<file path="config.mk">
export PLATFORM = sky130hd
export DESIGN_NAME = sef_out_fifo
export DESIGN_NICKNAME = d
export VERILOG_FILES = /design/src/rtl/core/sef_pkg.sv /design/src/rtl/core/sef_out_fifo.sv
export SDC_FILE = /design/constraint.sdc
export NUM_CORES = 1
export LEC_CHECK = 0
export BUFFER_PORTS_ARGS = -buffer_cell sky130_fd_sc_hd__buf_4
export CAP_MARGIN = 15
export CORE_MARGIN = 2
export CORE_UTILIZATION = 51
export DETAILED_ROUTE_END_ITERATION = 16
export MAX_ROUTING_LAYER = met4
export PLACE_DENSITY = 0.74
export SETUP_SLACK_MARGIN = 0.4
export SLEW_MARGIN = 20
export SYNTH_ARGS = -nofsm -noshare
export SYNTH_HDL_FRONTEND = slang
export SYNTH_SLANG_ARGS = --single-unit
</file>
<file path="constraint.sdc">
create_clock -name clk -period 2.16 [get_ports clk]
set_input_delay 0.108 -clock clk [delete_from_list [all_inputs] [get_ports clk]]
set_output_delay 0.108 -clock clk [all_outputs]
set_load 0.03 [all_outputs]
</file>
<file path="src/rtl/core/sef_pkg.sv">
package sef_pkg;

  // Channels per pixel: red, green, blue, alpha from the lowest bits up
  localparam int NUM_CH = 4;

  localparam int WIDTH_REG_W  = 11;
  localparam int HEIGHT_REG_W = 12;
  localparam int CFG_DATA_W   = 12;
  localparam int ROW_W        = 12;

  localparam logic [WIDTH_REG_W-1:0]  WIDTH_RESET  = 11'd640;
  localparam logic [HEIGHT_REG_W-1:0] HEIGHT_RESET = 12'd480;

  typedef enum logic {
    REG_IMAGE_WIDTH  = 1'b0,
    REG_IMAGE_HEIGHT = 1'b1
  } cfg_reg_t;

  // Result control that travels with one window shift
  typedef struct packed {
    logic emit;
    logic col_lo_ok;
    logic col_hi_ok;
    logic row_lo_ok;
    logic row_hi_ok;
    logic last;
  } win_ctrl_t;

endpackage

</file>
<file path="src/rtl/core/sef_out_fifo.sv">
module sef_out_fifo
  import sef_pkg::*;
#(
  parameter int DEPTH = 4,
  parameter int DW = 45,
  localparam int CntW = $clog2(DEPTH + 1)
) (
  input  logic            clk,
  input  logic            rst,
  input  logic            in_valid,
  input  logic [DW-1:0]   in_data,
  output logic            out_valid,
  input  logic            out_ready,
  output logic [DW-1:0]   out_data,
  output logic [CntW-1:0] count
);

  localparam int AW = (DEPTH > 1) ? $clog2(DEPTH) : 1;

  logic [DW-1:0] mem [DEPTH];
  logic [AW-1:0] wr_ptr;
  logic [AW-1:0] rd_ptr;
  logic [CntW-1:0] count_q;
  logic pop;

  assign pop = out_valid && out_ready;

  always_ff @(posedge clk) begin
    if (rst) begin
      wr_ptr  <= '0;
      rd_ptr  <= '0;
      count_q <= '0;
    end else begin
      if (in_valid) begin
        wr_ptr <= (wr_ptr == AW'(DEPTH - 1)) ? '0 : wr_ptr + 1'b1;
      end
      if (pop) begin
        rd_ptr <= (rd_ptr == AW'(DEPTH - 1)) ? '0 : rd_ptr + 1'b1;
      end
      case ({in_valid, pop})
        2'b10:   count_q <= count_q + 1'b1;
        2'b01:   count_q <= count_q - 1'b1;
        default: count_q <= count_q;
      endcase
    end
  end

  always_ff @(posedge clk) begin
    if (in_valid) begin
      mem[wr_ptr] <= in_data;
    end
  end

  assign out_valid = (count_q != '0);
  assign out_data  = mem[rd_ptr];
  assign count     = count_q;

endmodule

</file>
## Yosys cells after proc, flatten, opt, wreduce, memory -nomap -nowiden

Memories as Yosys holds them, arrays and structs flattened. A register that Yosys moved wholly into a read port is not among the register bits.
Index checks and enable logic that the tools add are counted.

| word-level totals | value |
|---|---|
| register bits after elaboration | 7 |
| latch bits | 0 |
| RAM bits | 180 |
| memory bits (read-only) | 0 |
| input port bits | 49 |
| memories | 1 |

| operators by class | value |
|---|---|
| $add $sub $neg | 4 |
| multipliers | 0 |
| divide/modulo/power cells | 0 |
| order comparisons | 0 |
| equality and inequality tests | 4 |
| shifts and indexed selects | 0 |
| mux-type cells | 7 |
| bitwise gates (word level) | 0 |
| reductions and logical operators | 3 |

Memories:

| name | words | bits a word | rd ports | clocked after Yosys merged registers in | wr ports | RTL line | RTL |
|---|---|---|---|---|---|---|---|
| mem | 4 | 45 | 1 | 1 | 1 | sef_out_fifo.sv:20 | `logic [DW-1:0] mem [DEPTH];` |

Operators with widths:

| operator | count |
|---|---|
| $mux 2 | 4 |
| $eq 2x2->1 const B | 3 |
| $pmux 3 s2 | 1 |
| $add 2x1->2 const B | 2 |
| $add 3x1->3 const B | 1 |
| $reduce_bool 3->1 | 1 |
| $sub 3x1->3 const B | 1 |
| $eq 2x1->1 const B | 1 |
| $mux 1 | 2 |
| $reduce_bool 2->1 | 1 |
| $logic_and 1x1->1 | 1 |

## Longest topological paths before layout

Gate-level depths: netlist of the first run.

| depth | value |
|---|---|
| depth in word-level cells | 4 |
| mapped depth | 8 |
| gate-level depth less buffers | 8 |

## Least setup slack after synthesis of the first run

Ideal clock, no wire load.

| path | value |
|---|---|
| path kind | register -> register |
| start point | register wr_ptr[0] |
| end point | memory mem[3][0] (enable) |
| arrival | 1.632 ns |
| data required time | 1.753 ns |
| slack | 0.121 ns |
| stages on the path, launching flop included | 3 |
| buffers on the path | 0 |
| cells stage by stage | dfxtp_1 -> ha_1 -> and2_1 |

RTL lines:

| what | RTL line | RTL |
|---|---|---|
| start, declared | sef_out_fifo.sv:21 | `logic [AW-1:0] wr_ptr;` |
| start signal, assigned | sef_out_fifo.sv:35 | `wr_ptr <= (wr_ptr == AW'(DEPTH - 1)) ? '0 : wr_ptr + 1'b1;` |
| end, declared | sef_out_fifo.sv:20 |  |

Straight into the memory's write port.

==> flow_summary.yaml, run 1 <==
setup_path:
  path_class: "flip-flop to output pin"
  crit_arrival_ps: 1790
  worstSetupStartpointType: "flip-flop"
  end_kind: "output pin"
  crit_path_cell_trace: "buf_12, buf_8, mux4_2, buf_6"
  cpPeakStageDelay_ps: 520
  crit_slowest_cell: "mux4_2"
  crit_required_ps: 2050
  worst-path-max-fanout: 6
  r2r_setup_slack_ps: 430
sta:
  rsz0062_at_grt: "yes"
  fmax_mhz: 526
  min_period_ps: 1900
  timing.final.crit_share_pct: 88.1
  tightest_slew_ps: 467
  slew_headroom_pct: 68.9
  finalSetupViolCount: 0
  skew_ps: 10.4
  setup_tns_ps: 0
  hold_viol: 0
  slew_viol_final: 0
global_routing:
  grt_overflow: 0
  antenna_found_initial: 0
  grt_max_degree: 46
  globalRouteTotalUtil_pct: 19.5
  grt_pass1_vias: 3669
  grt_pass1_wl_um: 20000
routing:
  final_antenna_net_count: 0
  drcViolationCount: 0
  num_vias: 3428
  drt_iter0_markers: 231
  first_pass_iters: 4
  wirelength_um: 13000
  via_per_inst: 5.27
  wl_per_cell_um: 20.1
finish:
  fillers: 825
  fin_nets: 517
  diodes: 0
  drive_gt1_share_pct: 44.3
  utilization_pct: 71.1
  area_growth_pct: 35.4
synth:
  synth-xor-area-share_pct: 0.250
  ys.warnings.count: 0
  ys_types: 21
  synth_fa_ha_area_share_pct: 1.36
  synth-seq-cells: 189
  netlist_instances: 283
  yosysSeqAreaShare_pct: 79.7
  syn-num-nets: 339
  synth.area.mux_share_pct: 15.0
  synth_top_family_by_area: "multiplexers"
  synth_compound_area_share_pct: 0.536
  syn-cell-area_mm2: 0.00701
  synth_simple_gate_area_share_pct: 1.11
  postSynthAreaPerCell_um2: 24.8
placed_design:
  gp_congestion: 0.770
  dp_hpwl_um: 7190
  numPortBuffers: 97
floorplanning:
  std_cell_rows: 42
  floorplan.initialDensity_pct: 52.5
  die_w_um: 121
  io_pins: 98
  fp.dieH_um: 121
  core_area_mm2: 0.0133
  dieArea_mm2: 0.0147
power_and_ir_drop:
  power_density_mw_per_mm2: 1080
  vdd_drop_max_uv: 775
  p_leak_nw: 3.29
clock_tree:
  numClockSinks: 189
  ctsHtreeMaxLevel: 4
  cts_buffer_depth: 2
  cts_buffers: 17
  cts_root_buf: "clkbuf_16"
  clock_latency_ps: 420
  path_clk_slew_ps: 70
  cts_tree: "built"
outcome:
  status: "finished, final reports clean"
worst_hold_path:
  min_path_type: "input port to flip-flop"
run:
  drv_cap: 0
## path summary, 6_finish.rpt
path	to	cells past startpoint	from
setup / recovery	out_data[17]	4	flip-flop
setup reg to reg	count[2]$_SDFFE_PP0P_	8	count[2]$_SDFFE_PP0P_
hold / removal	flip-flop	5	out_ready
hold reg to reg	flip-flop	2	rd_ptr[0]$_SDFFE_PP0N_
## logic make-up after synthesis
logic type,Yosys count
compound gates,6
fa+ha+maj,7
flops,189
buf+inv,17
xor+xnor,2
simple gates,15
mux,47
## registers in the layout, summed over array words and instances (netlist names), named ones only
signal,flops
mem,180
count,3
wr_ptr,2
rd_ptr,2
## critical path: cells and delay by family, from the launching register on
kind,cells,cell delay [ps]
multiplexers,1,520
flip-flops,1,390
buffers and inverters,3,450
## cell type report
type | count | area, um^2 | share of cell area (%)
clock buffers | 19 | 433 | 4.56
well taps | 176 | 220 | 2.32
inverters | 7 | 26.3 | 0.277
repair buffers | 169 | 1770 | 18.6
flip-flops and latches | 189 | 5600 | 59.0
multi-input cells | 77 | 1290 | 13.6
clock inverters | 13 | 150 | 1.58
## metal layers
layer  vias to the layer above  global-route usage (%)  wire (um)
li1                       1540                       -          -
met1                      1776                    24.0       5320
met2                        99                    31.9       6880
met3                        13                    5.22        647
met4                         0                    6.61        204
met5                         -                       -          0
## Yosys cell counts
library cell	n	area share (%)
o21ai_0	1	0.071
inv_1	7	0.38
mux2i_1	2	0.29
buf_2	4	0.29
and2_1	4	0.36
dfxtp_1	9	2.6
nand2_1	1	0.054
fa_1	1	0.29
or3_1	3	0.27
nor2_1	6	0.32
ha_1	6	1.1
xor2_1	2	0.25
a21oi_1	4	0.29
mux4_2	40	13
buf_6	1	0.16
mux4_1	5	1.9
buf_12	4	1.1
nor3b_1	1	0.11
edfxtp_1	180	77
clkbuf_2	1	0.071
o31ai_2	1	0.18
## report_power, final
| part | internal [W] | total [W] | switching (W) | leakage [nW] |
|---|---|---|---|---|
| sequential | 0.00422 | 0.00429 | 0.0000760 | 1.73 |
| combinational | 0.00150 | 0.00293 | 0.00143 | 1.28 |
| clock | 0.00180 | 0.00305 | 0.00124 | 0.280 |
| total | 0.00752 | 0.0103 | 0.00275 | 3.29 |
## placed cells by master (no fill, tap or decap), drive strengths merged
master         n
fa             1
o31ai          1
clkinvlp       3
a21oi          4
xor2           2
nand2          1
o21ai          1
clkinv         7
bufinv         3
edfxtp       180
clkbuf        20
or3            3
dlygate4sd3   47
nor3b          1
mux4          45
dfxtp          9
inv            7
mux2i          2
nor2           6
ha             6
buf          121
and2           4
## through the flow
step                      total power, W  instance area, um^2  worst slack [ps]  hold WS [ps]  cells
after floorplan                  0.00595                 7040               425           167    283
after global placement           0.00663                 8050               457           306    558
after detailed placement         0.00668                 8050               354           310    558
after CTS                         0.0102                 9410               242           133    649
after global routing              0.0106                 9490               209           151    650
final                             0.0103                 9490               258           150    650
## timing repair
item / in CTS / in global routing
resized for setup: 44 / 16
pin swaps: 1 / 0
hold buffers: 47 / 0
endpoints found under the setup margin: 46 / 46
hold endpoints to repair: 189 / 0
gates cloned: 2 / 1
buffers inserted: 10 / 0
No activity file was read; power rests on OpenSTA's default activity.
==> inputs of run 2 (changes only) <==
--- a/config.mk
+++ b/config.mk
@@ -7,2 +7,3 @@
 export LEC_CHECK = 0
+export ABC_AREA = 1
 export BUFFER_PORTS_ARGS = -buffer_cell sky130_fd_sc_hd__buf_4
--- a/constraint.sdc
+++ b/constraint.sdc
@@ -3,2 +3,2 @@
 set_output_delay 0.108 -clock clk [all_outputs]
-set_load 0.03 [all_outputs]
+set_load 0.005 [all_outputs]
==> run 2 against run 1 <==
Cell count is 32% higher. Global-route usage is 2.8 points higher. Sequential share of layout area hardly changed. Clock power hardly changed. Die area is 1.9% higher. Sequential cell count stayed put. Maximum frequency is 7.2% higher. Core utilization is 2.2 points lower. Synthesized cell count is 76% higher. Critical endpoint is now out_data[41].
==> flow_summary.yaml, run 2 <==
floorplanning:
  die_w_um: 122
  io_pins: 98
  std_cell_rows: 43
  core_area_mm2: 0.0138
  fp.dieH_um: 122
  floorplan.initialDensity_pct: 51.9
  dieArea_mm2: 0.0150
synth:
  postSynthAreaPerCell_um2: 14.3
  syn-cell-area_mm2: 0.00714
  synth_top_area_cell: "edfxtp_1"
  yosysSeqAreaShare_pct: 78.2
  yosys.area.top_type_share_pct: 75.7
  synth-seq-cells: 189
  syn-num-nets: 554
  netlist_top_cells_count: "180 x edfxtp_1, 94 x nor2_1, 86 x o21ai_1"
  netlist_instances: 498
  ys_types: 21
  async_flop_share_pct: 0
  yosysMostFrequentCell: "edfxtp_1"
  synth_area_leaders: "edfxtp_1 76%, o21ai_1 6.0%, nor2_1 4.9%"
  ys.warnings.count: 0
  synth_edf_count: 180
  synth_ff_type: "edfxtp_1"
power_and_ir_drop:
  finalPower_w: 0.00998
  power_density_mw_per_mm2: 1050
  p_leak_nw: 3.46
  vdd_drop_max_uv: 766
finish:
  area_growth_pct: 32.8
  fin_nets: 722
  final_common_cell: "edfxtp_1"
  top_register: "mem"
  diodes: 0
  fillers: 936
  utilization_pct: 68.9
  drive_gt1_share_pct: 26.5
  final_cell_mix: "180 x edfxtp_1, 113 x buf_4, 94 x nor2_1"
  stdcell_area_mm2: 0.00949
  largest_reg_flops: 180
placed_design:
  numPortBuffers: 97
  placed_cell_area_mm2: 0.00807
  dp_hpwl_um: 8230
  gp_congestion: 0.748
global_routing:
  globalRouteTotalUtil_pct: 22.3
  grt_max_degree: 46
  grt_pass1_vias: 4798
  grt_pass1_wl_um: 23900
  grt_overflow: 0
  antenna_found_initial: 0
routing:
  num_vias: 4777
  first_pass_iters: 5
  via_per_inst: 5.56
  wl_met2_um: 8180
  wl_met1_um: 6860
  route.met3.wl_um: 1250
  wl_per_cell_um: 19.3
  final_antenna_net_count: 0
  wirelength_um: 16600
  drcViolationCount: 0
  top_layer_used: "met4"
  drt_iter0_markers: 457
clock_tree:
  cts_buffers: 17
  cts_root_buf: "clkbuf_16"
  cts_buffer_depth: 2
  cts_tree: "built"
  numClockSinks: 189
  path_clk_slew_ps: 60
  clock_latency_ps: 430
  ctsHtreeMaxLevel: 4
run:
  drv_cap: 0
sta:
  timing.final.crit_share_pct: 82.2
  slew_viol_final: 0
  slew_headroom_pct: 74.8
  setup_tns_ps: 0
  min_period_ps: 1770
  hold_viol: 0
  skew_ps: 13.3
  rsz0062_at_grt: "yes"
  tightest_slew_ps: 378
  finalSetupViolCount: 0
  fmax_mhz: 564
worst_hold_path:
  min_path_type: "input port to flip-flop"
setup_path:
  crit_arrival_ps: 1670
  worst-path-max-fanout: 17
  crit_required_ps: 2050
  worstSetupStartpointType: "flip-flop"
  path_class: "flip-flop to output pin"
  end_kind: "output pin"
outcome:
  status: "finished, final reports clean"
-- run 2: final timing paths --
path	startpoint	to	slack, ps	cells after the start
setup / recovery	flip-flop	out_data[41]	390	6
setup reg to reg	count[0]$_SDFFE_PP0P_	count[2]$_SDFFE_PP0P_	470	11
hold reg to reg	rd_ptr[1]$_SDFFE_PP0N_	rd_ptr[1]$_SDFFE_PP0N_	550	2
hold / removal	in_valid	wr_ptr[1]$_SDFFE_PP0P_	70	3
-- run 2: what timing repair did --
| action | in CTS | in global routing |
|---|---|---|
| hold endpoints to repair | 186 | 0 |
| pin swaps | 1 | 5 |
| hold buffers | 47 | 0 |
| resized for setup | 15 | 14 |
| setup buffers | 5 | 8 |
| endpoints found under the setup margin | 47 | 64 |
| cloned | 3 | 5 |
-- run 2: kinds of logic after synthesis --
group	count (synthesis)	share of synthesized area (%)
AOI/OAI and AO/OA	144	10.9
adders and majority gates	7	1.33
buffers and inverters	46	3.52
DFF	189	78.2
and+or+nand+nor	112	6.08
-- run 2: where the power goes --
part / total (W) / leakage, nW / switching [W] / internal, W
combinational: 0.00265 / 1.45 / 0.00140 / 0.00124
sequential: 0.00431 / 1.73 / 0.0000934 / 0.00421
clock: 0.00303 / 0.282 / 0.00139 / 0.00164
total: 0.00998 / 3.46 / 0.00289 / 0.00709
-- run 2: through the flow --
stage          hold WS (ps)  instances  setup slack (ps)
3_3_place_gp            288        759               447
4_1_cts                46.1        846               356
6_report               71.0        859               385
2_1_floorplan           180        498               416
5_1_grt                 115        859               345
3_5_place_dp            283        759               294
-- run 2: final cells by class --
class | instances | area [um^2] | area share [%]
sequential | 189 | 5600 | 59.0
timing repair buffer | 175 | 1630 | 17.2
multi-input combinational | 263 | 1330 | 14.0
clock buffer | 18 | 429 | 4.52
tap | 180 | 225 | 2.37
clock inverter | 14 | 146 | 1.54
inverter | 18 | 106 | 1.12
timing repair inverter | 2 | 20.0 | 0.211
-- run 2: worst max-delay path, cell delays in order (launching register included) --
cell and delay, ps:
dfxtp_4 420, buf_12 150, inv_16 60, clkbuf_16 170
o21ai_1 170, o22ai_1 110, buf_4 150
-- run 2: layer usage --
layer / track usage [%] / vias up
li1: - / 2200
met1: 27.3 / 2324
met2: 35.7 / 214
met3: 5.07 / 39
met4: 9.91 / 0
met5: - / -
