$ cat config.mk
export PLATFORM = sky130hd
export DESIGN_NAME = sef_window
export DESIGN_NICKNAME = d
export VERILOG_FILES = /design/src/rtl/core/sef_pkg.sv /design/src/rtl/core/sef_window.sv
export SDC_FILE = /design/constraint.sdc
export NUM_CORES = 1
export LEC_CHECK = 0
export ABC_AREA = 1
export BUFFER_PORTS_ARGS = -buffer_cell sky130_fd_sc_hd__buf_2
export CORE_UTILIZATION = 60
export DETAILED_ROUTE_END_ITERATION = 12
export PLACE_DENSITY = 0.89
export SLEW_MARGIN = 20
export SYNTH_ARGS = -nofsm -noshare
export SYNTH_HDL_FRONTEND = slang
export SYNTH_SLANG_ARGS = --single-unit
$ cat constraint.sdc
create_clock -name clk -period 13.5 [get_ports clk]
set_input_delay 0.675 -clock clk [delete_from_list [all_inputs] [get_ports clk]]
set_output_delay 0.675 -clock clk [all_outputs]
set_load 0.005 [all_outputs]
$ cat src/rtl/core/sef_pkg.sv
package sef_pkg;

  // Channels per pixel: red, green, blue, alpha from the lowest bits up
  localparam int NUM_CH = 4;

  localparam int WIDTH_REG_W  = 11;
  localparam int HEIGHT_REG_W = 12;
  localparam int CFG_DATA_W   = 12;
  localparam int ROW_W        = 12;

  localparam logic [WIDTH_REG_W-1:0]  WIDTH_RESET  = 11'd640;
  localparam logic [HEIGHT_REG_W-1:0] HEIGHT_RESET = 12'd480;

  typedef enum logic {
    REG_IMAGE_WIDTH  = 1'b0,
    REG_IMAGE_HEIGHT = 1'b1
  } cfg_reg_t;

  // Result control that travels with one window shift
  typedef struct packed {
    logic emit;
    logic col_lo_ok;
    logic col_hi_ok;
    logic row_lo_ok;
    logic row_hi_ok;
    logic last;
  } win_ctrl_t;

endpackage

$ cat src/rtl/core/sef_window.sv
module sef_window
  import sef_pkg::*;
#(
  parameter int CHANNEL_BITS = 8,
  localparam int PixW = NUM_CH * CHANNEL_BITS,
  localparam int EdgeW = CHANNEL_BITS + 3,
  localparam int ResW = NUM_CH * EdgeW
) (
  input  logic            clk,
  input  logic            rst,
  input  logic            shift,
  input  logic [PixW-1:0] col_top,
  input  logic [PixW-1:0] col_mid,
  input  logic [PixW-1:0] col_new,
  input  win_ctrl_t       ctrl,
  output logic            res_valid,
  output logic [ResW-1:0] res_edges,
  output logic            res_last
);

  localparam int SumW = CHANNEL_BITS + 2;

  logic [PixW-1:0] win [9];
  win_ctrl_t ctrl_q;
  logic valid_q;

  logic row_ok [3];
  logic col_ok [3];
  logic [CHANNEL_BITS-1:0] smp [NUM_CH][9];

  always_ff @(posedge clk) begin
    if (rst) begin
      for (int i = 0; i < 9; i++) begin
        win[i] <= '0;
      end
      valid_q <= 1'b0;
    end else begin
      valid_q <= shift && ctrl.emit;
      if (shift) begin
        // advance each row one column left, new column on the right
        for (int i = 0; i < 3; i++) begin
          win[i*3]     <= win[i*3+1];
          win[i*3 + 1] <= win[i*3+2];
        end
        win[2] <= col_top;
        win[5] <= col_mid;
        win[8] <= col_new;
      end
    end
  end

  always_ff @(posedge clk) begin
    if (shift) begin
      ctrl_q <= ctrl;
    end
  end

  always_comb begin
    row_ok[0] = ctrl_q.row_lo_ok;
    row_ok[1] = 1'b1;
    row_ok[2] = ctrl_q.row_hi_ok;
    col_ok[0] = ctrl_q.col_lo_ok;
    col_ok[1] = 1'b1;
    col_ok[2] = ctrl_q.col_hi_ok;
  end

  // zero the neighbors that fall outside the image
  always_comb begin
    for (int k = 0; k < NUM_CH; k++) begin
      for (int i = 0; i < 3; i++) begin
        for (int j = 0; j < 3; j++) begin
          smp[k][i*3+j] = win[i*3+j][k*CHANNEL_BITS +: CHANNEL_BITS]
                          & {CHANNEL_BITS{row_ok[i] && col_ok[j]}};
        end
      end
    end
  end

  always_comb begin
    logic [SumW-1:0] left, right, up, down, abs_x, abs_y;
    for (int k = 0; k < NUM_CH; k++) begin
      left  = SumW'(smp[k][0]) + SumW'({smp[k][3], 1'b0}) + SumW'(smp[k][6]);
      right = SumW'(smp[k][2]) + SumW'({smp[k][5], 1'b0}) + SumW'(smp[k][8]);
      up    = SumW'(smp[k][0]) + SumW'({smp[k][1], 1'b0}) + SumW'(smp[k][2]);
      down  = SumW'(smp[k][6]) + SumW'({smp[k][7], 1'b0}) + SumW'(smp[k][8]);
      abs_x = (right >= left) ? right - left : left - right;
      abs_y = (down >= up) ? down - up : up - down;
      res_edges[k*EdgeW +: EdgeW] = EdgeW'(abs_x) + EdgeW'(abs_y);
    end
  end

  assign res_valid = valid_q;
  assign res_last  = ctrl_q.last;

endmodule

# After elaboration in Yosys (flattened, before gate mapping)
# Memory sizes are Yosys's and may differ from the RTL's.
# Index checks and enable logic that the tools add are counted.
# classes
n_addsub	52
n_lt_le_gt_ge	8
mux	22
bitwise_logic	41
n_reduce_logical	5
# ops
operator	count
32-bit 2-to-1 mux	9
8-bit bitwise AND	32
10-bit by 8-bit adder with 10-bit output	16
8-bit by 9-bit adder with 10-bit output	16
10-bit subtractor	16
10-bit >= comparator	8
10-bit 2-to-1 mux	8
10-bit by 10-bit adder with 11-bit output	4
1-bit bitwise OR	9
1-bit logical AND	5
1-bit 2-to-1 mux	5
# word_totals
ff_bits	6
ramBits	288
inputBits	105
output_inout_bits	46
wordCells	135
memories	1
# mem_list
memory	words	width	rd	rd_clocked_by_memory_dff	write_ports	line_no	source
win	9	32	9	0	9	sef_window.sv:23	logic [PixW-1:0] win [9];

# Longest topological paths before layout
# Gate-level depths: netlist of the first run.
# depth
word_depth	7
ltp_mapped	36
depth_no_buf	35

# Worst setup path after synthesis of the first run
# OpenSTA, ideal clock, no wires.
# synth_path
path_kind	reg-to-output
start	register ctrl_q, in the netlist col_ok[0]
end	output res_edges[8]
arrival_ns	5.006
required_ns	12.825
setup_slack_ns	7.819
stages_incl_launch_ff	29
n_path_buf	3
cell_sequence	edfxtp_1 buf_2 nand2_1 clkbuf_1 nor2_1 ha_1 xor2_1 ha_1 fa_1 nand3_1 nand3_1 nand2_1 nand2_1 a21oi_1 xor2_1 ha_1 nand2_2 nor2_2 nand4_1 nand4_2 buf_6 nand2_2 o21ai_2 inv_1 fa_1 o21ai_0 nand3_1 nand3_1 xor2_1
# synth_via
elab_chain_cells	7
elab_cells_between_ends	18
cone_classes	add/sub: 9; order compare: 2; mux: 2; bitwise: 3; reduce/logical: 2
# synth_rtl
element	line_no	source
start: declaration	sef_window.sv:24	win_ctrl_t ctrl_q;
start signal: assignment	sef_window.sv:54	ctrl_q <= ctrl;
1-bit logical AND	sef_window.sv:73	& {CHANNEL_BITS{row_ok[i] && col_ok[j]}};
8-bit bitwise AND	sef_window.sv:73	
8-bit by 9-bit adder with 10-bit output	sef_window.sv:83	right = SumW'(smp[k][2]) + SumW'({smp[k][5], 1'b0}) + SumW'(smp[k][8]);
10-bit by 8-bit adder with 10-bit output	sef_window.sv:83	
10-bit subtractor or 10-bit >= comparator (tied branches)	sef_window.sv:86	abs_x = (right >= left) ? right - left : left - right;
10-bit 2-to-1 mux	sef_window.sv:86	
10-bit by 10-bit adder with 11-bit output *	sef_window.sv:88	res_edges[k*EdgeW +: EdgeW] = EdgeW'(abs_x) + EdgeW'(abs_y);
end: declaration	sef_window.sv:17	output logic [ResW-1:0] res_edges,
# Every way passes the cells marked *; elsewhere a longest branch is shown, timed or not.

# Worst setup path in the final report of the first run
# layout_path
start	register ctrl_q, in the netlist col_ok[2]
end	output res_edges[19]
# layout_via
elab_chain_cells	7
elab_cells_between_ends	20
cone_classes	add/sub: 11; order compare: 2; mux: 2; bitwise: 3; reduce/logical: 2
# layout_rtl
element	line_no
1-bit logical AND	sef_window.sv:73
8-bit bitwise AND	sef_window.sv:73
8-bit by 9-bit adder with 10-bit output, on equally long branches	sef_window.sv:82, sef_window.sv:84, sef_window.sv:85
10-bit by 8-bit adder with 10-bit output, on equally long branches	sef_window.sv:82, sef_window.sv:84, sef_window.sv:85
10-bit subtractor, or another cell as far along	sef_window.sv:86
10-bit 2-to-1 mux, on equally long branches	sef_window.sv:86, sef_window.sv:87
10-bit by 10-bit adder with 11-bit output *	sef_window.sv:88
# Marked as above.

==> run summary, run 1 <==
die area - 0.0538 mm²
slowest stage delay, CP - 540 ps
setup bufs post-CTS - 0
I/O Buffers - 150
post-synthesis sequential area ratio - 27.8%
r2r startpoint - win[0][274]
Most used DFF post-synth - edfxtp_1
Power per Cell Area - 159 mW/mm²
Register-to-Register Path Depth - 2
HPWL after DPL - 61.2 mm
TNS Setup - 0 ps
commonest non-fill, non-tap cell in the layout - nand2_1
die width - 232 µm
CP dominant cell by count - nand2_1
total iterations of the first detailed-routing run - 6
R2R Setup Slk - 12580 ps
post-route ant nets - 0
most frequent cells in the layout - nand2_1, inv_1, nor2_1
post-cts sizing count - 0
Die Height - 232 µm
# fillers - 4286
hold_buf cts - 0
EDFF count, synth - 293
startpoint types - flip-flop
via count - 27.6k
Post-Syn Instances - 4430
RR Endpoint - win[0][242]
crit-path max FO - 34
Total GRT Usage - 29.0%
clock sink count - 294
RSZ-0062 raised after global routing - false
Data required, critical path - 12820 ps
critical path arrival - 7460 ps
Synth Net Count - 5019
Unique masters post-synth - 42
Residual DRC - 0
drt wl/cell - 14.9 µm
clk slew on worst S/H paths - 60 ps
initial antenna violation count - 1
Final nets - 5138
outcome - finished, final reports clean
Core Box Area - 0.0517 mm²
DRT iter0 DRCs - 2484
maximum VDD drop - 155 µV
CTS buffer count - 31
n_diodes - 0
Power Total - 5.42 mW
worst hold endpoint - res_last
fmax - 123 MHz
critical path class - flip-flop to primary output
Ys Warns - 0
total of max-cap violations - 0
Final Setup Violations - 0
Worst-Skew Late Latency - 600 ps
number of I/O pins - 151
Routed WL - 78.1 mm
first-pass GRT wire length - 126 mm
final setup skew - 19.2 ps
crit path time final - 8140 ps
CTS root buf - clkbuf_16
Synth area leaders - edfxtp_1, ha_1, nand2_1, inv_1, fa_1
Slew Limit Fails - 0
Hold Path Class - primary input to flip-flop
H-tree depth - 1
Hold Crit Depth - 1
CTS tree - built
Final Hold Vio Count - 0
starting density of the core - 61.3%
Mapped Area - 0.0317 mm²
Syn Area/Cell - 7.16 µm²
Yosys reg bits - 294
number of global-route vias before repair - 26.5k
cell leakage power - 20.0 nW
hold path start - ctrl[0]
# rows - 83
Final period util - 60.3%
Area Growth Syn to Fin - 7.58%
Rel. slew slack - 29.2%
layout cell share with drive strength beyond 1 - 6.10%
largest net degree at the start of global routing - 199
Worst path slowest cell - inv_1
top cell type's share of synthesized area - 27.7%
GPL Wtd Cong - 0.969
GRT overflow - 0
Synth area leader - edfxtp_1
worst-margin pin slew - 1060 ps
ys async rst share - 0%
maximum clock insertion buffer count - 3
vias per inst - 5.25
critical path capture point type - primary output
Yosys cell counts (20+ instances only):
| library cell | count |
|---|---|
| buf_2 | 38 |
| fa_1 | 132 |
| nand2_1 | 1155 |
| o21ai_0 | 46 |
| nand2_2 | 20 |
| ha_1 | 352 |
| inv_1 | 1115 |
| xnor2_1 | 30 |
| nand4_1 | 29 |
| nor2_1 | 481 |
| xor2_1 | 139 |
| a21oi_1 | 198 |
| clkbuf_1 | 24 |
| edfxtp_1 | 293 |
| nand3_1 | 224 |
registers in the layout (all words and copies together), names as in the netlist:
register	flops
win	288
col_ok	2
ctrl_q	2
res_last	1
res_valid	1
cell families (layout without fill, tap and decap cells):
kind of cell | count (synthesis) | in the layout | synth area share, %
adders and majority gates | 484 | 484 | 22.2
xor gates and xnor gates | 169 | 169 | 4.67
DFF | 294 | 294 | 27.8
AOI/OAI and AO/OA | 322 | 322 | 5.63
buffers and inverters | 1198 | 1342 | 14.6
and+or+nand+nor | 1963 | 1963 | 25.1
per-layer routing:
layer  wire (µm)  share of wire [%]  track usage [%]  vias up
li1            -                  -                -    13700
met1       31500                 40             37.0    12500
met2       37200                 48             49.9     1142
met3        6220                8.0             3.52      215
met4        3130                4.0             11.8        0
met5           0                  0                0        -
area by class of cell:
type                    count  area [µm²]  area share (%)
well taps                 680         851            2.49
clock buffers              41         853            2.50
repair buffers            162         853            2.50
inverters                1122        4210            12.3
flip-flops and latches    294        8820            25.8
clock inverters            17         243           0.711
multi-input cells        2938       18300            53.6
how the worst max path moves through the flow:
stage / from / slack (ps) / depth (start not counted) / to
floorplan: col_ok[0] / 7820 / 28 / res_edges[8]
global placement: col_ok[2] / 6340 / 30 / res_edges[8]
detailed placement: col_ok[2] / 6130 / 31 / res_edges[19]
CTS: col_ok[2] / 5470 / 31 / res_edges[19]
global route: col_ok[2] / 4870 / 31 / res_edges[19]
finish: col_ok[2] / 5360 / 31 / res_edges[19]
critical path: cells and delay by family, from the launching register on:
kind / cells / cell delay [ps]
xor gates and xnor gates: 2 / 300
buffers and inverters: 8 / 1680
DFF: 1 / 320
adders and majority gates: 5 / 1720
and+or+nand+nor: 11 / 1320
AOI/OAI and AO/OA: 5 / 1500
power by group:
| part | internal [mW] | switching (mW) |
|---|---|---|
| clock network | 0.543 | 0.384 |
| registers | 1.07 | 0.0315 |
| logic | 1.30 | 2.09 |
per-stage QoR:
| step | area (µm²) | setup WS (ps) | std cells | hold WS [ps] | util, % |
|---|---|---|---|---|---|
| after floorplan | 31700 | 7820 | 4430 | 519 | - |
| after global placement | 33000 | 6340 | 5196 | 522 | 63.9 |
| after detailed placement | 33000 | 6130 | 5196 | 532 | 63.9 |
| after CTS | 34100 | 5470 | 5254 | 221 | 66.0 |
| after global routing | 34100 | 4870 | 5254 | 236 | 66.0 |
| final | 34100 | 5360 | 5254 | 244 | 66.0 |
(Power assumes the default switching activity.)
==> run 2: changes to the inputs <==
Clock period 13.5 ns to 7.6 ns, I/O delays scaled along.
==> run summary, run 2 (same netlist as run 1, synthesis figures left out) <==
GPL Wtd Cong - 0.971 (was 0.969)
Area Growth Syn to Fin - 7.90% (was 7.58%)
Final Hold Vio Count - 0 (unchanged)
critical path arrival - 6710 ps (was 7460 ps)
via count - 27.8k (was 27.6k)
commonest non-fill, non-tap cell in the layout - nand2_1 (unchanged)
Worst path slowest cell - edfxtp_1 (was inv_1)
Slew Limit Fails - 0 (unchanged)
post-route ant nets - 0 (unchanged)
final setup skew - 18.2 ps (was 19.2 ps)
slowest stage delay, CP - 500 ps (was 540 ps)
layout cell share with drive strength beyond 1 - 6.39% (was 6.10%)
Core Box Area - 0.0517 mm² (unchanged)
met3 Track Usage GR - 5.23% (was 3.52%)
worst-margin pin slew - 952 ps (was 1060 ps)
Largest Register - win (unchanged)
Power per Cell Area - 280 mW/mm² (was 159 mW/mm²)
CP dominant cell by count - nand2_1 (unchanged)
R2R Setup Slk - 6620 ps (was 12580 ps)
CTS root buf - clkbuf_16 (unchanged)
HPWL after DPL - 61.6 mm (was 61.2 mm)
maximum clock insertion buffer count - 3 (unchanged)
critical path capture point type - primary output (unchanged)
critical path class - flip-flop to primary output (unchanged)
Total GRT Usage - 29.1% (was 29.0%)
Final Setup Violations - 0 (unchanged)
Crit path max-delay family - simple AND/OR/NAND/NOR gates (was adder cells)
RSZ-0062 raised after global routing - false (unchanged)
Worst-Skew Late Latency - 550 ps (was 600 ps)
first-pass GRT wire length - 127 mm (was 126 mm)
hold path start - ctrl[2] (was ctrl[0])
clk slew on worst S/H paths - 60 ps (about the same)
# rows - 83 (unchanged)
crit-path max FO - 12 (was 34)
Most Used Layer, Global Route - met2 (unchanged)
maximum VDD drop - 351 µV (was 155 µV)
total iterations of the first detailed-routing run - 6 (unchanged)
clock sink count - 294 (unchanged)
Buf+Inv Stages, Crit Path - 11 (was 8)
number of I/O pins - 151 (unchanged)
largest net degree at the start of global routing - 163 (was 199)
vias per inst - 5.27 (was 5.25)
Final nets - 5154 (was 5138)
Final period util - 93.3%
drt wl/cell - 14.9 µm (about the same)
Die Height - 232 µm (unchanged)
H-tree depth - 2 (was 1)
n_diodes - 0 (unchanged)
crit path time final - 7090 ps
DRT iter0 DRCs - 2606 (was 2484)
Largest register FFs - 288 (unchanged)
cell leakage power - 20.1 nW (was 20.0 nW)
total of max-cap violations - 0 (unchanged)
initial antenna violation count - 1 (unchanged)
number of global-route vias before repair - 26.6k (was 26.5k)
most frequent cells in the layout - nand2_1, inv_1, nor2_1 (unchanged)
CTS buffer count - 34 (was 31)
TNS Setup - 0 ps (unchanged)
outcome - finished, final reports clean (unchanged)
I/O Buffers - 150 (unchanged)
Hold Path Class - primary input to flip-flop (unchanged)
GRT met2 Usage - 49.8% (was 49.9%)
worst hold endpoint - ctrl_q[2] (was res_last)
RR Endpoint - win[0][57] (was win[0][242])
Register-to-Register Path Depth - 2 (unchanged)
Residual DRC - 0 (unchanged)
startpoint types - flip-flop (unchanged)
GRT overflow - 0 (unchanged)
Hold Crit Depth - 1 (unchanged)
fmax - 141 MHz
GR Util met1 - 36.2% (was 37.0%)
# fillers - 4248 (was 4286)
Rel. slew slack - 36.1% (was 29.2%)
Power Total - 9.59 mW (was 5.42 mW)
CTS tree - built (unchanged)
die width - 232 µm (unchanged)
starting density of the core - 61.3% (unchanged)
die area - 0.0538 mm² (unchanged)
r2r startpoint - win[0][89] (was win[0][274])
Routed WL - 78.6 mm (was 78.1 mm)
Data required, critical path - 7220 ps (was 12820 ps)
## run 2: area by class of cell
type	count	area, µm²	share of cell area, %
repair buffers	175	986	2.88
flip-flops and latches	294	8820	25.8
inverters	1122	4220	12.3
clock inverters	22	168	0.490
well taps	680	851	2.49
multi-input cells	2938	18300	53.5
clock buffers	37	883	2.58
## run 2: worst max path at each step
stage          startpoint             to  cells past startpoint
2_1_floorplan   col_ok[0]   res_edges[8]                     28
3_5_place_dp    ctrl_q[1]   res_edges[8]                     33
4_1_cts         ctrl_q[1]   res_edges[8]                     33
3_3_place_gp    ctrl_q[1]   res_edges[8]                     33
6_report        ctrl_q[1]  res_edges[41]                     36
5_1_grt         ctrl_q[1]  res_edges[32]                     37
## run 2: metal layers
metal	part of all wire [%]	vias to the layer above
met5	0.017	-
met4	4.3	2
li1	-	13700
met2	47	1170
met3	8.2	234
met1	40	12600
## run 2: timing repair
item | 4_1_cts | 5_1_grt
hold endpoints to repair | 1 | 0
gates resized for setup | 0 | 5
buffers inserted | 0 | 4
hold buffers | 1 | 0
endpoints found under the setup margin | 0 | 30
## run 2: through the flow
step	worst slack (ps)	instance area (µm²)	hold WS (ps)	utilization (%)	instances
floorplan	2210	31700	452	-	4430
global placement	925	33100	522	64.0	5203
detailed placement	798	33100	533	64.0	5203
CTS	168	34200	13.7	66.0	5263
global route	11.0	34200	17.9	66.2	5268
finish	508	34200	21.1	66.2	5268
## run 2: power breakdown
| part | leakage, nW | internal [mW] | switching (mW) |
|---|---|---|---|
| registers | 3.23 | 1.90 | 0.0613 |
| logic | 16.3 | 2.33 | 3.70 |
| clock network | 0.501 | 0.883 | 0.715 |
